--- src/rtl/core/lamport_request_priority_queue_defines.svh ---
// ----------------------------------------------------------------------------
// Lamport request priority queue assertion macros
// Concurrent assertion helpers used by the RTL of the request queue.
// ----------------------------------------------------------------------------
`ifndef LAMPORT_REQUEST_PRIORITY_QUEUE_DEFINES_SVH
`define LAMPORT_REQUEST_PRIORITY_QUEUE_DEFINES_SVH

`ifndef SYNTHESIS
// Same-cycle implication, checked outside reset.
`define LRPQ_ASSERT_IMPL(LABEL, CLK, RSTN, ANTE, CONS) \
    LABEL: assert property (@(posedge CLK) disable iff (!RSTN) (ANTE) |-> (CONS)) \
        else $error("lamport_request_priority_queue: assertion failed");
// Next-cycle implication, checked outside reset.
`define LRPQ_ASSERT_NEXT(LABEL, CLK, RSTN, ANTE, CONS) \
    LABEL: assert property (@(posedge CLK) disable iff (!RSTN) (ANTE) |=> (CONS)) \
        else $error("lamport_request_priority_queue: assertion failed");
`else
`define LRPQ_ASSERT_IMPL(LABEL, CLK, RSTN, ANTE, CONS)
`define LRPQ_ASSERT_NEXT(LABEL, CLK, RSTN, ANTE, CONS)
`endif

`endif

--- src/rtl/core/lrpq_pkg.sv ---
// ----------------------------------------------------------------------------
// Lamport request priority queue package
// Action and status codes and the approval counter format.
// ----------------------------------------------------------------------------
package lrpq_pkg;

    localparam int APPR_BITS = 4;
    localparam logic [APPR_BITS-1:0] APPR_MAX = '1;

    typedef logic [1:0] action_t;
    typedef logic [1:0] status_t;

    localparam action_t ACT_PUSH    = 2'd0;
    localparam action_t ACT_POP     = 2'd1;
    localparam action_t ACT_REFRESH = 2'd2;
    localparam action_t ACT_NOP     = 2'd3;

    localparam status_t STATUS_OK    = 2'd0;
    localparam status_t STATUS_EMPTY = 2'd1;
    localparam status_t STATUS_FULL  = 2'd2;

endpackage

--- src/rtl/core/lamport_request_priority_queue.sv ---
// ----------------------------------------------------------------------------
// Lamport request priority queue
// Sorted request store with saturating approval counts, walked through a RAM.
// ----------------------------------------------------------------------------
// Pulse start while busy is low to hand over one word (push, pop, refresh or
// no operation). Exactly one result word follows, shown for a single cycle
// with done high; it cannot be held off, so the receiver must take it then.
// A full push, an empty pop or refresh, a pop of the last entry, a push into
// an empty queue and a no operation answer in the cycle after start. Other
// actions walk the entry RAM one entry per cycle through its one read port
// and one write port: a push from the tail down to its slot, a pop over the
// entries behind the head and a refresh over all entries. busy stays high
// until the result word appears.
// ----------------------------------------------------------------------------
`include "lamport_request_priority_queue_defines.svh"

module lamport_request_priority_queue
    import lrpq_pkg::*;
#(
    parameter int DEPTH      = 16,
    parameter int STAMP_BITS = 15,
    parameter int ID_BITS    = 4
) (
    input  logic                         clk,
    input  logic                         rst_n,
    input  logic                         start,
    output logic                         busy,
    input  logic [1:0]                   action,
    input  logic [STAMP_BITS-1:0]        stamp,
    input  logic [ID_BITS-1:0]           proc_id,
    output logic                         done,
    output logic [1:0]                   status,
    output logic                         head_valid,
    output logic [STAMP_BITS-1:0]        head_stamp,
    output logic [ID_BITS-1:0]           head_proc,
    output logic [APPR_BITS-1:0]         head_approvals,
    output logic [$clog2(DEPTH+1)-1:0]   occupancy
);

    localparam int AW = $clog2(DEPTH);
    localparam int CW = $clog2(DEPTH + 1);
    localparam int EW = STAMP_BITS + ID_BITS + APPR_BITS;

    localparam logic [1:0] ST_IDLE   = 2'd0;
    localparam logic [1:0] ST_WALK   = 2'd1;
    localparam logic [1:0] ST_INSERT = 2'd2;
    localparam logic [1:0] ST_FINISH = 2'd3;

    logic [1:0]            state_reg, state_next;
    action_t               op_reg, op_next;
    logic [STAMP_BITS-1:0] key_stamp_reg, key_stamp_next;
    logic [ID_BITS-1:0]    key_proc_reg, key_proc_next;
    logic [CW-1:0]         count_reg, count_next;
    logic [STAMP_BITS-1:0] head_stamp_reg, head_stamp_next;
    logic [ID_BITS-1:0]    head_proc_reg, head_proc_next;
    logic [APPR_BITS-1:0]  head_appr_reg, head_appr_next;
    logic                  issue_reg, issue_next;
    logic [AW-1:0]         rd_idx_reg, rd_idx_next;
    logic [AW-1:0]         end_idx_reg, end_idx_next;
    logic                  dv_reg, dv_next;
    logic [AW-1:0]         d_idx_reg, d_idx_next;
    logic                  done_reg, done_next;
    status_t               status_reg, status_next;
    logic                  hv_reg, hv_next;
    logic [STAMP_BITS-1:0] hs_reg, hs_next;
    logic [ID_BITS-1:0]    hp_reg, hp_next;
    logic [APPR_BITS-1:0]  ha_reg, ha_next;
    logic [CW-1:0]         occ_reg, occ_next;

    logic                  ram_wr_en;
    logic [AW-1:0]         ram_wr_addr;
    logic [EW-1:0]         ram_wr_data;
    logic                  ram_rd_en;
    logic [AW-1:0]         ram_rd_addr;
    logic [EW-1:0]         ram_rd_data;

    logic [STAMP_BITS-1:0] rd_stamp;
    logic [ID_BITS-1:0]    rd_proc;
    logic [APPR_BITS-1:0]  rd_appr;
    logic [APPR_BITS-1:0]  upd_appr;
    logic                  rd_less;
    logic                  is_full;
    logic                  is_empty;

    lrpq_ram #(
        .WIDTH(EW),
        .DEPTH(DEPTH)
    ) u_entry_ram (
        .clk     (clk),
        .wr_en   (ram_wr_en),
        .wr_addr (ram_wr_addr),
        .wr_data (ram_wr_data),
        .rd_en   (ram_rd_en),
        .rd_addr (ram_rd_addr),
        .rd_data (ram_rd_data)
    );

    assign rd_stamp = ram_rd_data[EW-1 -: STAMP_BITS];
    assign rd_proc  = ram_rd_data[APPR_BITS +: ID_BITS];
    assign rd_appr  = ram_rd_data[APPR_BITS-1:0];

    // Entry key strictly below the new request: the request goes behind it.
    assign rd_less = (rd_stamp < key_stamp_reg) ||
                     ((rd_stamp == key_stamp_reg) && (rd_proc < key_proc_reg));

    assign upd_appr = ((rd_proc != key_proc_reg) && (rd_stamp < key_stamp_reg) &&
                       (rd_appr != APPR_MAX)) ? rd_appr + 1'b1 : rd_appr;

    assign is_full  = (count_reg == CW'(DEPTH));
    assign is_empty = (count_reg == '0);

    always_comb
    begin
        state_next      = state_reg;
        op_next         = op_reg;
        key_stamp_next  = key_stamp_reg;
        key_proc_next   = key_proc_reg;
        count_next      = count_reg;
        head_stamp_next = head_stamp_reg;
        head_proc_next  = head_proc_reg;
        head_appr_next  = head_appr_reg;
        issue_next      = issue_reg;
        rd_idx_next     = rd_idx_reg;
        end_idx_next    = end_idx_reg;
        dv_next         = 1'b0;
        d_idx_next      = d_idx_reg;
        done_next       = 1'b0;
        status_next     = status_reg;
        hv_next         = hv_reg;
        hs_next         = hs_reg;
        hp_next         = hp_reg;
        ha_next         = ha_reg;
        occ_next        = occ_reg;
        ram_wr_en       = 1'b0;
        ram_wr_addr     = '0;
        ram_wr_data     = '0;
        ram_rd_en       = 1'b0;
        ram_rd_addr     = rd_idx_reg;

        case (state_reg)
            ST_IDLE:
            begin
                if (start)
                begin
                    op_next        = action;
                    key_stamp_next = stamp;
                    key_proc_next  = proc_id;
                    // Default answer: current head, unchanged queue.
                    status_next    = STATUS_OK;
                    hv_next        = !is_empty;
                    hs_next        = is_empty ? '0 : head_stamp_reg;
                    hp_next        = is_empty ? '0 : head_proc_reg;
                    ha_next        = is_empty ? '0 : head_appr_reg;
                    occ_next       = count_reg;
                    case (action)
                        ACT_PUSH:
                        begin
                            if (is_full)
                            begin
                                status_next = STATUS_FULL;
                                done_next   = 1'b1;
                            end
                            else if (is_empty)
                            begin
                                ram_wr_en       = 1'b1;
                                ram_wr_addr     = '0;
                                ram_wr_data     = {stamp, proc_id, {APPR_BITS{1'b0}}};
                                head_stamp_next = stamp;
                                head_proc_next  = proc_id;
                                head_appr_next  = '0;
                                count_next      = CW'(1);
                                hv_next         = 1'b1;
                                hs_next         = stamp;
                                hp_next         = proc_id;
                                ha_next         = '0;
                                occ_next        = CW'(1);
                                done_next       = 1'b1;
                            end
                            else
                            begin
                                count_next   = count_reg + 1'b1;
                                issue_next   = 1'b1;
                                rd_idx_next  = AW'(count_reg - 1'b1);
                                end_idx_next = '0;
                                state_next   = ST_WALK;
                            end
                        end
                        ACT_POP:
                        begin
                            if (is_empty)
                            begin
                                status_next = STATUS_EMPTY;
                                done_next   = 1'b1;
                            end
                            else
                            begin
                                // The popped entry is the result; shadowed head.
                                count_next = count_reg - 1'b1;
                                occ_next   = count_reg - 1'b1;
                                if (count_reg == CW'(1))
                                begin
                                    done_next = 1'b1;
                                end
                                else
                                begin
                                    issue_next   = 1'b1;
                                    rd_idx_next  = AW'(1);
                                    end_idx_next = AW'(count_reg - 1'b1);
                                    state_next   = ST_WALK;
                                end
                            end
                        end
                        ACT_REFRESH:
                        begin
                            if (is_empty)
                            begin
                                status_next = STATUS_EMPTY;
                                done_next   = 1'b1;
                            end
                            else
                            begin
                                issue_next   = 1'b1;
                                rd_idx_next  = '0;
                                end_idx_next = AW'(count_reg - 1'b1);
                                state_next   = ST_WALK;
                            end
                        end
                        default:
                        begin
                            done_next = 1'b1;
                        end
                    endcase
                end
            end
            ST_WALK:
            begin
                if (issue_reg)
                begin
                    ram_rd_en  = 1'b1;
                    dv_next    = 1'b1;
                    d_idx_next = rd_idx_reg;
                    if (rd_idx_reg == end_idx_reg)
                    begin
                        issue_next = 1'b0;
                    end
                    else if (op_reg == ACT_PUSH)
                    begin
                        rd_idx_next = rd_idx_reg - 1'b1;
                    end
                    else
                    begin
                        rd_idx_next = rd_idx_reg + 1'b1;
                    end
                end
                if (dv_reg)
                begin
                    ram_wr_en = 1'b1;
                    case (op_reg)
                        ACT_PUSH:
                        begin
                            // Walking down from the tail; every write lands one
                            // above the entry just read, clear of the next read.
                            ram_wr_addr = d_idx_reg + 1'b1;
                            if (rd_less)
                            begin
                                ram_wr_data = {key_stamp_reg, key_proc_reg,
                                               {APPR_BITS{1'b0}}};
                                issue_next  = 1'b0;
                                dv_next     = 1'b0;
                                state_next  = ST_FINISH;
                            end
                            else
                            begin
                                ram_wr_data = ram_rd_data;
                                if (d_idx_reg == '0)
                                begin
                                    state_next = ST_INSERT;
                                end
                            end
                        end
                        ACT_POP:
                        begin
                            ram_wr_addr = d_idx_reg - 1'b1;
                            ram_wr_data = ram_rd_data;
                            if (d_idx_reg == AW'(1))
                            begin
                                head_stamp_next = rd_stamp;
                                head_proc_next  = rd_proc;
                                head_appr_next  = rd_appr;
                            end
                            if (d_idx_reg == end_idx_reg)
                            begin
                                state_next = ST_FINISH;
                            end
                        end
                        default:
                        begin
                            ram_wr_addr = d_idx_reg;
                            ram_wr_data = {rd_stamp, rd_proc, upd_appr};
                            if (d_idx_reg == '0)
                            begin
                                head_appr_next = upd_appr;
                            end
                            if (d_idx_reg == end_idx_reg)
                            begin
                                state_next = ST_FINISH;
                            end
                        end
                    endcase
                end
            end
            ST_INSERT:
            begin
                ram_wr_en       = 1'b1;
                ram_wr_addr     = '0;
                ram_wr_data     = {key_stamp_reg, key_proc_reg, {APPR_BITS{1'b0}}};
                head_stamp_next = key_stamp_reg;
                head_proc_next  = key_proc_reg;
                head_appr_next  = '0;
                state_next      = ST_FINISH;
            end
            ST_FINISH:
            begin
                done_next  = 1'b1;
                occ_next   = count_reg;
                state_next = ST_IDLE;
                if (op_reg != ACT_POP)
                begin
                    status_next = STATUS_OK;
                    hv_next     = !is_empty;
                    hs_next     = is_empty ? '0 : head_stamp_reg;
                    hp_next     = is_empty ? '0 : head_proc_reg;
                    ha_next     = is_empty ? '0 : head_appr_reg;
                end
            end
            default:
            begin
                state_next = ST_IDLE;
            end
        endcase
    end

    always_ff @(posedge clk or negedge rst_n)
    begin
        if (!rst_n)
        begin
            state_reg <= ST_IDLE;
            count_reg <= '0;
            issue_reg <= 1'b0;
            dv_reg    <= 1'b0;
            done_reg  <= 1'b0;
        end
        else
        begin
            state_reg <= state_next;
            count_reg <= count_next;
            issue_reg <= issue_next;
            dv_reg    <= dv_next;
            done_reg  <= done_next;
        end
    end

    always_ff @(posedge clk)
    begin
        op_reg         <= op_next;
        key_stamp_reg  <= key_stamp_next;
        key_proc_reg   <= key_proc_next;
        head_stamp_reg <= head_stamp_next;
        head_proc_reg  <= head_proc_next;
        head_appr_reg  <= head_appr_next;
        rd_idx_reg     <= rd_idx_next;
        end_idx_reg    <= end_idx_next;
        d_idx_reg      <= d_idx_next;
        status_reg     <= status_next;
        hv_reg         <= hv_next;
        hs_reg         <= hs_next;
        hp_reg         <= hp_next;
        ha_reg         <= ha_next;
        occ_reg        <= occ_next;
    end

    assign busy           = (state_reg != ST_IDLE);
    assign done           = done_reg;
    assign status         = status_reg;
    assign head_valid     = hv_reg;
    assign head_stamp     = hs_reg;
    assign head_proc      = hp_reg;
    assign head_approvals = ha_reg;
    assign occupancy      = occ_reg;

    `LRPQ_ASSERT_IMPL(a_count_bound, clk, rst_n, 1'b1, count_reg <= CW'(DEPTH))
    `LRPQ_ASSERT_IMPL(a_done_when_idle, clk, rst_n, done_reg, state_reg == ST_IDLE)
    `LRPQ_ASSERT_IMPL(a_no_port_collision, clk, rst_n, ram_wr_en && ram_rd_en, ram_wr_addr != ram_rd_addr)
    `LRPQ_ASSERT_NEXT(a_start_answered, clk, rst_n, start && !busy, busy || done_reg)
    `LRPQ_ASSERT_IMPL(a_idle_no_reads, clk, rst_n, state_reg == ST_IDLE, !ram_rd_en && !dv_reg)

endmodule

--- src/rtl/core/lrpq_ram.sv ---
// ----------------------------------------------------------------------------
// Generic simple dual-port RAM
// One write port and one read port, read data registered.
// ----------------------------------------------------------------------------
module lrpq_ram #(
    parameter int WIDTH = 23,
    parameter int DEPTH = 16
) (
    input  logic                     clk,
    input  logic                     wr_en,
    input  logic [$clog2(DEPTH)-1:0] wr_addr,
    input  logic [WIDTH-1:0]         wr_data,
    input  logic                     rd_en,
    input  logic [$clog2(DEPTH)-1:0] rd_addr,
    output logic [WIDTH-1:0]         rd_data
);

    logic [WIDTH-1:0] mem [DEPTH];
    logic [WIDTH-1:0] rd_data_reg;

    always_ff @(posedge clk)
    begin
        if (wr_en)
        begin
            mem[wr_addr] <= wr_data;
        end
        if (rd_en)
        begin
            rd_data_reg <= mem[rd_addr];
        end
    end

    assign rd_data = rd_data_reg;

endmodule
--- config.mk ---
export PLATFORM = sky130hd
export DESIGN_NAME = lamport_request_priority_queue
export DESIGN_NICKNAME = d
export VERILOG_FILES = /design/src/rtl/core/lrpq_pkg.sv /design/src/rtl/core/lamport_request_priority_queue.sv /design/src/rtl/core/lrpq_ram.sv
export VERILOG_INCLUDE_DIRS = /design/src /design/src/rtl/core
export SDC_FILE = /design/constraint.sdc
export NUM_CORES = 1
export LEC_CHECK = 0
export ABC_AREA = 0
export BUFFER_PORTS_ARGS = -buffer_cell sky130_fd_sc_hd__buf_4
export CAP_MARGIN = 30
export CORE_MARGIN = 5
export CORE_UTILIZATION = 55
export CTS_BUF_LIST = sky130_fd_sc_hd__clkbuf_8
export CTS_CLUSTER_SIZE = 12
export DETAILED_ROUTE_END_ITERATION = 7
export GPL_ROUTABILITY_DRIVEN = 0
export GPL_TIMING_DRIVEN = 0
export MAX_ROUTING_LAYER = met4
export PLACE_DENSITY = 0.82
export REMOVE_ABC_BUFFERS = 1
export SLEW_MARGIN = 20
export SYNTH_ARGS = -nofsm -noshare
export SYNTH_HDL_FRONTEND = slang
export SYNTH_SLANG_ARGS = --single-unit
export TNS_END_PERCENT = 20
--- constraint.sdc ---
create_clock -name clk -period 8.1 [get_ports clk]
set_input_delay 0.405 -clock clk [delete_from_list [all_inputs] [get_ports clk]]
set_output_delay 0.405 -clock clk [all_outputs]
set_load 0.01 [all_outputs]
## Yosys cells after proc, flatten, opt, wreduce, memory -nomap -nowiden

Memories as Yosys holds them, arrays and structs flattened. A register that Yosys moved wholly into a read port is not among the register bits.
Index checks and enable logic that the tools add are counted.

| operators by class | value |
|---|---|
| add/subtract/negate cells | 7 |
| magnitude comparators | 2 |
| equality and inequality tests | 41 |
| multiplexer cells | 137 |
| reductions and logical operators | 28 |

Operator list:

| cell | count |
|---|---|
| $mux 15 | 13 |
| $mux 4 | 40 |
| $mux 23 | 6 |
| $pmux 23 s3 | 1 |
| $pmux 4 s3 | 4 |
| $pmux 23 s2 | 1 |
| $pmux 15 s3 | 1 |
| $pmux 4 s2 | 5 |
| $mux 1 | 33 |
| $reduce_and 8->1 | 4 |
| $mux 5 | 6 |
| $ne 2x2->1 const B | 15 |
| $pmux 15 s2 | 1 |
| $pmux 5 s2 | 3 |
| $mux 2 | 13 |
| $ne 3x3->1 const B | 8 |
| $eq 15x15->1 | 1 |
| $lt 15x15->1 | 1 |
| $add 4x1->4 const B | 3 |
| $reduce_and 10->1 | 1 |
| $pmux 1 s3 | 3 |
| $eq 4x4->1 | 2 |
| $ne 4x4->1 const B | 2 |
| $pmux 2 s2 | 2 |
| 28 further kinds | 46 |

| storage, ports and cells | value |
|---|---|
| bits in registers | 97 |
| memory bits (writable) | 368 |
| bits of input ports | 24 |
| output and inout bits | 33 |
| word-level logic and storage cells | 236 |
| memories kept | 1 |

Memories:

| name | words | bits a word | read ports | clocked after memory_dff | write ports | RTL line | text |
|---|---|---|---|---|---|---|---|
| u_entry_ram.mem | 16 | 23 | 1 | 1 | 1 | lrpq_ram.sv:18 | `logic [WIDTH-1:0] mem [DEPTH];` |

## Logic depth before layout (Yosys ltp)

| depth | value |
|---|---|
| word-level depth | 8 |
| mapped depth | 11 |
| gate-level depth less buffers | 10 |

## Hierarchy

Synthesis repeated with hierarchy kept, for this count alone.

| unflattened totals | value |
|---|---|
| cell total of the unflattened synthesis | 1267 |
| area, all modules | 20853.8 sq um |

Modules (own cells, without submodules):

| module | instances | cells each | area each (sq um) | sequential area each (sq um) |
|---|---|---|---|---|
| lrpq_ram | 1 | 608 | 14538.9 | 11741.3 |
| lamport_request_priority_queue | 1 | 659 | 6314.8 | 2862.7 |

## Worst setup path before layout

No wires, ideal clock.

| timing path | value |
|---|---|
| path kind | register -> register |
| start | register state_reg[0] |
| end | register ha_reg[0] (netlist: head_approvals[0]), enable pin |
| library setup time | 0.449 ns |
| arrival | 3.848 ns |
| required time | 7.651 ns |
| setup slack | 3.803 ns |
| stages on the path, launching flop included | 7 |
| path buffers | 1 |
| clock period less this slack | 4.297 ns |
| cell sequence | dfrtp_1 -> inv_1 -> ha_1 -> and2_0 -> clkbuf_1 -> a21o_1 -> a21boi_0 |

| between the ends | value |
|---|---|
| word-level cells in the longest chain between the ends | 3 |
| elaborated cells between the ends (all ways) | 6 |
| those cells by class | eq/ne: 3; reduce/logical: 3 |

Ends and longest elaborated chain:

| element | RTL line | text |
|---|---|---|
| from (decl) | lamport_request_priority_queue.sv:49 | `logic [1:0] state_reg, state_next;` |
| from (signal assigned) | lamport_request_priority_queue.sv:355 | `state_reg <= state_next;` |
| $eq 2x2->1 / $logic_not 2->1 (equally long branches) | lamport_request_priority_queue.sv:140 | `case (state_reg)` |
| $ne 2x2->1 (no source line) / $reduce_bool 2->1 (equally long branches) | -- |  |
| $reduce_and 3->1 (no source line) (*) | -- |  |
| to (signal assigned) | lamport_request_priority_queue.sv:378 | `ha_reg <= ha_next;` |
| to (decl) | lamport_request_priority_queue.sv:67 | `logic [APPR_BITS-1:0] ha_reg, ha_next;` |

Every way passes the cells marked *; elsewhere a longest branch is shown, timed or not.
A chain may end at the register's enable or synchronous reset.

## Final worst setup path

| timing path | value |
|---|---|
| start | register count_reg[0] |
| end | memory u_entry_ram.mem[8][14], enable pin |

| between the ends | value |
|---|---|
| word-level cells in the longest chain between the ends | 8 |
| elaborated cells between the ends (all ways) | 9 |
| those cells by class | eq/ne: 1; mux: 7; reduce/logical: 1 |

Ends and longest elaborated chain:

| element | RTL line | text |
|---|---|---|
| from (decl) | lamport_request_priority_queue.sv:53 | `logic [CW-1:0] count_reg, count_next;` |
| from (signal assigned) | lamport_request_priority_queue.sv:356 | `count_reg <= count_next;` |
| $logic_not 5->1 | lamport_request_priority_queue.sv:110 | `assign is_empty = (count_reg == '0);` |
| $mux 1 | lamport_request_priority_queue.sv:163 | `else if (is_empty)` |
| $mux 1 (*) | lamport_request_priority_queue.sv:158 | `if (is_full)` |
| $mux 1 (*) | lamport_request_priority_queue.sv:155 | `case (action)` |
| $mux 1 (*) | lamport_request_priority_queue.sv:143 | `if (start)` |
| $pmux 1 s3 (*) | lamport_request_priority_queue.sv:140 |  |
| $mux 1 (*) | lrpq_ram.sv:23 | `if (wr_en)` |
| $mux 1 (not written as such) (*) | lrpq_ram.sv:25 | `mem[wr_addr] <= wr_data;` |
| to (decl) | lrpq_ram.sv:18 |  |

Marked as above.

==> reports/qor.csv <==
metric;value;unit
setup_viol;0;
tns;0;ns
drive_gt1_frac;0.2661;
drv_slew;0;
start_util;0.5539;
row_count;71;
grt_max_degree;40;
tritoncts;done;
yosys_register_bits;488;
ys_types;72;
outcome;finished, final reports clean;
synth_area_leaders;edfxtp_1 69%, mux4_2 12%, ha_1 2.3%, nor2_1 1.4%, a22oi_1 1.4%;
synthSimpleGateAreaFrac;0.05621;
crit_arrival;4.46;ns
synth-xor-area-share;0.008857;
max_slew_margin;0.3255;
cts_sinks;488;
die_h;204.3;µm
worst_hold_path_type;in -> reg;
yosysSeqAreaShare;0.7033;
synthAdderAreaFrac;0.02446;
grt_usage;0.2419;
ys.flop_type;edfxtp_1;
finalHoldViolations;0;
min_period;4.148;ns
wl_per_cell;25.94;µm
clockBufferDepth;3;
ir_drop;155.3;µV
synth_compound_area_frac;0.05549;
wirelength;48.73;mm
grt_pass1_wl;72.76;mm
worstSetupPathType;reg -> reg;
start_kind;flip-flop;
worstPathCellList;inv_1, ha_1, nor4b_4, buf_6, buf_4, and3_1, buf_8, o21ai_2, a21oi_2, nand2_2, nor2_4, buf_16;
antenna_found_initial;0;
synth_top_cells_by_count;478 x edfxtp_1, 115 x mux4_2, 78 x nor2_1, 65 x nand2_1, 41 x a21oi_1;
die_x;204.3;µm
synthMuxAreaShare;0.1289;
post_cts_resized;0;
synth_most_common_cell;edfxtp_1;
num_vias;11769;
finalClockSkew;0.04252;ns
pin_count;57;
htreeDepth;3;
drt_iter0_markers;1257;
syn-mean-instance-area;17.70;µm²
rsz0062_at_grt;no;
crit_path_end_kind;flip-flop;
synth.top_cell.area_share;0.6912;
area_delta_synth_final;16.67;%
clk_latency;0.64;ns
netlist.top_cell.by_area;edfxtp_1;
total_leakage_power;8.359;nW
power_per_cell_area;363.8;nW/µm²
hpwlAfterDp;31.53;mm
coreArea;37490;µm²
total_power;8.813;mW
crit_required;8.41;ns
largest_reg_flops;368;
post-route-drc-count;0;
viasPerCell;6.263;
cts_setup_buffers;0;
cts_root_buffer;clkbuf_8;
async_reset_ff_frac;0.02049;
fin_crit_sh;0.5121;
drtPass1Iterations;5;
cp_slowest_cell;nor2_4;
cts-buffers-inserted;77;
synth_top_family_by_area;multiplexers;
io_buffer_count;56;
synth_edf_count;478;
maxCapViolations;0;
critPathMaxStageDelay;0.69;ns
diodes;0;
synthCells;1173;
final_nets;1373;
fmax;241.1;MHz
path_clk_slew;0.06;ns
dieArea;41740;µm²
cp_max_fo;15;
synth_warnings;0;
gr-total-overflow;0;
ant_nets;0;
netlist_area;20770;µm²
worstMarginPinSlew;1.008;ns
grt_pass1_vias;12137;
-- repair_timing --
action / in CTS / in global routing
hold buffers: 14 / 2
setup endpoints to repair: 0 / 0
endpoints found under the hold margin: 23 / 2
-- layout by cell type (no fill, tap or decap), types with 4 or more instances in the layout --
cell	instances
nor2b_1	11
and2_1	5
buf_8	19
nor2_4	16
mux4_2	115
inv_1	63
clkinv_2	8
nand2_1	65
and3_1	5
nand4_1	4
or2_2	4
mux2i_1	5
dlygate4sd3_1	16
a31oi_1	4
nor3_1	4
xnor2_1	6
buf_16	22
buf_4	59
edfxtp_1	478
o21ai_0	13
a211oi_1	4
clkinvlp_4	4
dfrtp_1	10
nand3_1	34
a221o_1	19
xor2_1	15
nor2_1	62
ha_1	36
a21oi_1	41
a22oi_1	38
clkbuf_8	78
clkinv_1	17
-- stage by stage --
step / hold slack (ns) / instances / area [µm²] / worst slack, ns / utilization
CTS: 0.0003890 / 1873 / 24160 / 3.718 / 0.6445
detailed placement: 0.2584 / 1721 / 22610 / 3.804 / 0.6032
finish: 0.02567 / 1879 / 24230 / 3.952 / 0.6463
global placement: 0.2492 / 1675 / 21490 / 1.281 / 0.5733
floorplan: 0.1094 / 1108 / 20430 / 2.972 / -
global route: 0.002735 / 1879 / 24230 / 3.840 / 0.6463
-- layout make-up --
cell class / count / area (µm²)
tap: 511 / 639.4
timing repair buffer: 122 / 1588
multi-input combinational: 583 / 5849
fill: 2424 / 13260
clock buffer: 78 / 1074
inverter: 37 / 138.9
sequential: 488 / 14600
clock inverter: 60 / 334.1
-- kinds of logic after synthesis --
group / Yosys count
flip-flops: 488
AO/OA/AOI/OAI: 160
AND/OR/NAND/NOR: 239
multiplexers: 123
adder cells (fa/ha/maj): 40
buffers and inverters: 102
XOR/XNOR: 21
-- worst max-delay path: cells and delay by family, from the launching register on --
family / cells / cell delay [ns]
adder cells (fa/ha/maj): 1 / 0.25
buffers and inverters: 5 / 1.08
AND/OR/NAND/NOR: 4 / 1.65
flip-flops: 1 / 0.50
AO/OA/AOI/OAI: 2 / 0.31
-- per-layer routing --
| metal | global-route usage | up-vias | part of all wire |
|---|---|---|---|
| li1 | - | 4995 | - |
| met1 | 0.2978 | 5940 | 0.36 |
| met2 | 0.4041 | 704 | 0.52 |
| met3 | 0.04491 | 130 | 0.090 |
| met4 | 0.09308 | 0 | 0.033 |
| met5 | - | - | 0 |
-- worst paths after layout --
| kind | startpoint | end | slack, ns | cells past startpoint |
|---|---|---|---|---|
| min in group asynchronous | rst_n | issue_reg | 0.16 | 2 |
| max reg2reg | count_reg[0] | u_entry_ram.mem[8][14] | 3.95 | 12 |
| min | proc_id[2] | key_proc_reg[2] | 0.03 | 1 |
| min reg2reg | head_stamp_reg[14] | head_stamp[14] | 0.51 | 2 |
| max | count_reg[0] | u_entry_ram.mem[8][14] | 3.95 | 12 |
| max in group asynchronous | rst_n | count_reg[1] | 7.77 | 2 |
-- report_power, final --
part / internal, mW / total [mW] / switching, mW / leakage (nW)
combinational: 1.43 / 3.14 / 1.71 / 3.00
clock: 0.994 / 1.94 / 0.946 / 0.810
sequential: 3.50 / 3.74 / 0.238 / 4.55
(Power assumes the default switching activity.)
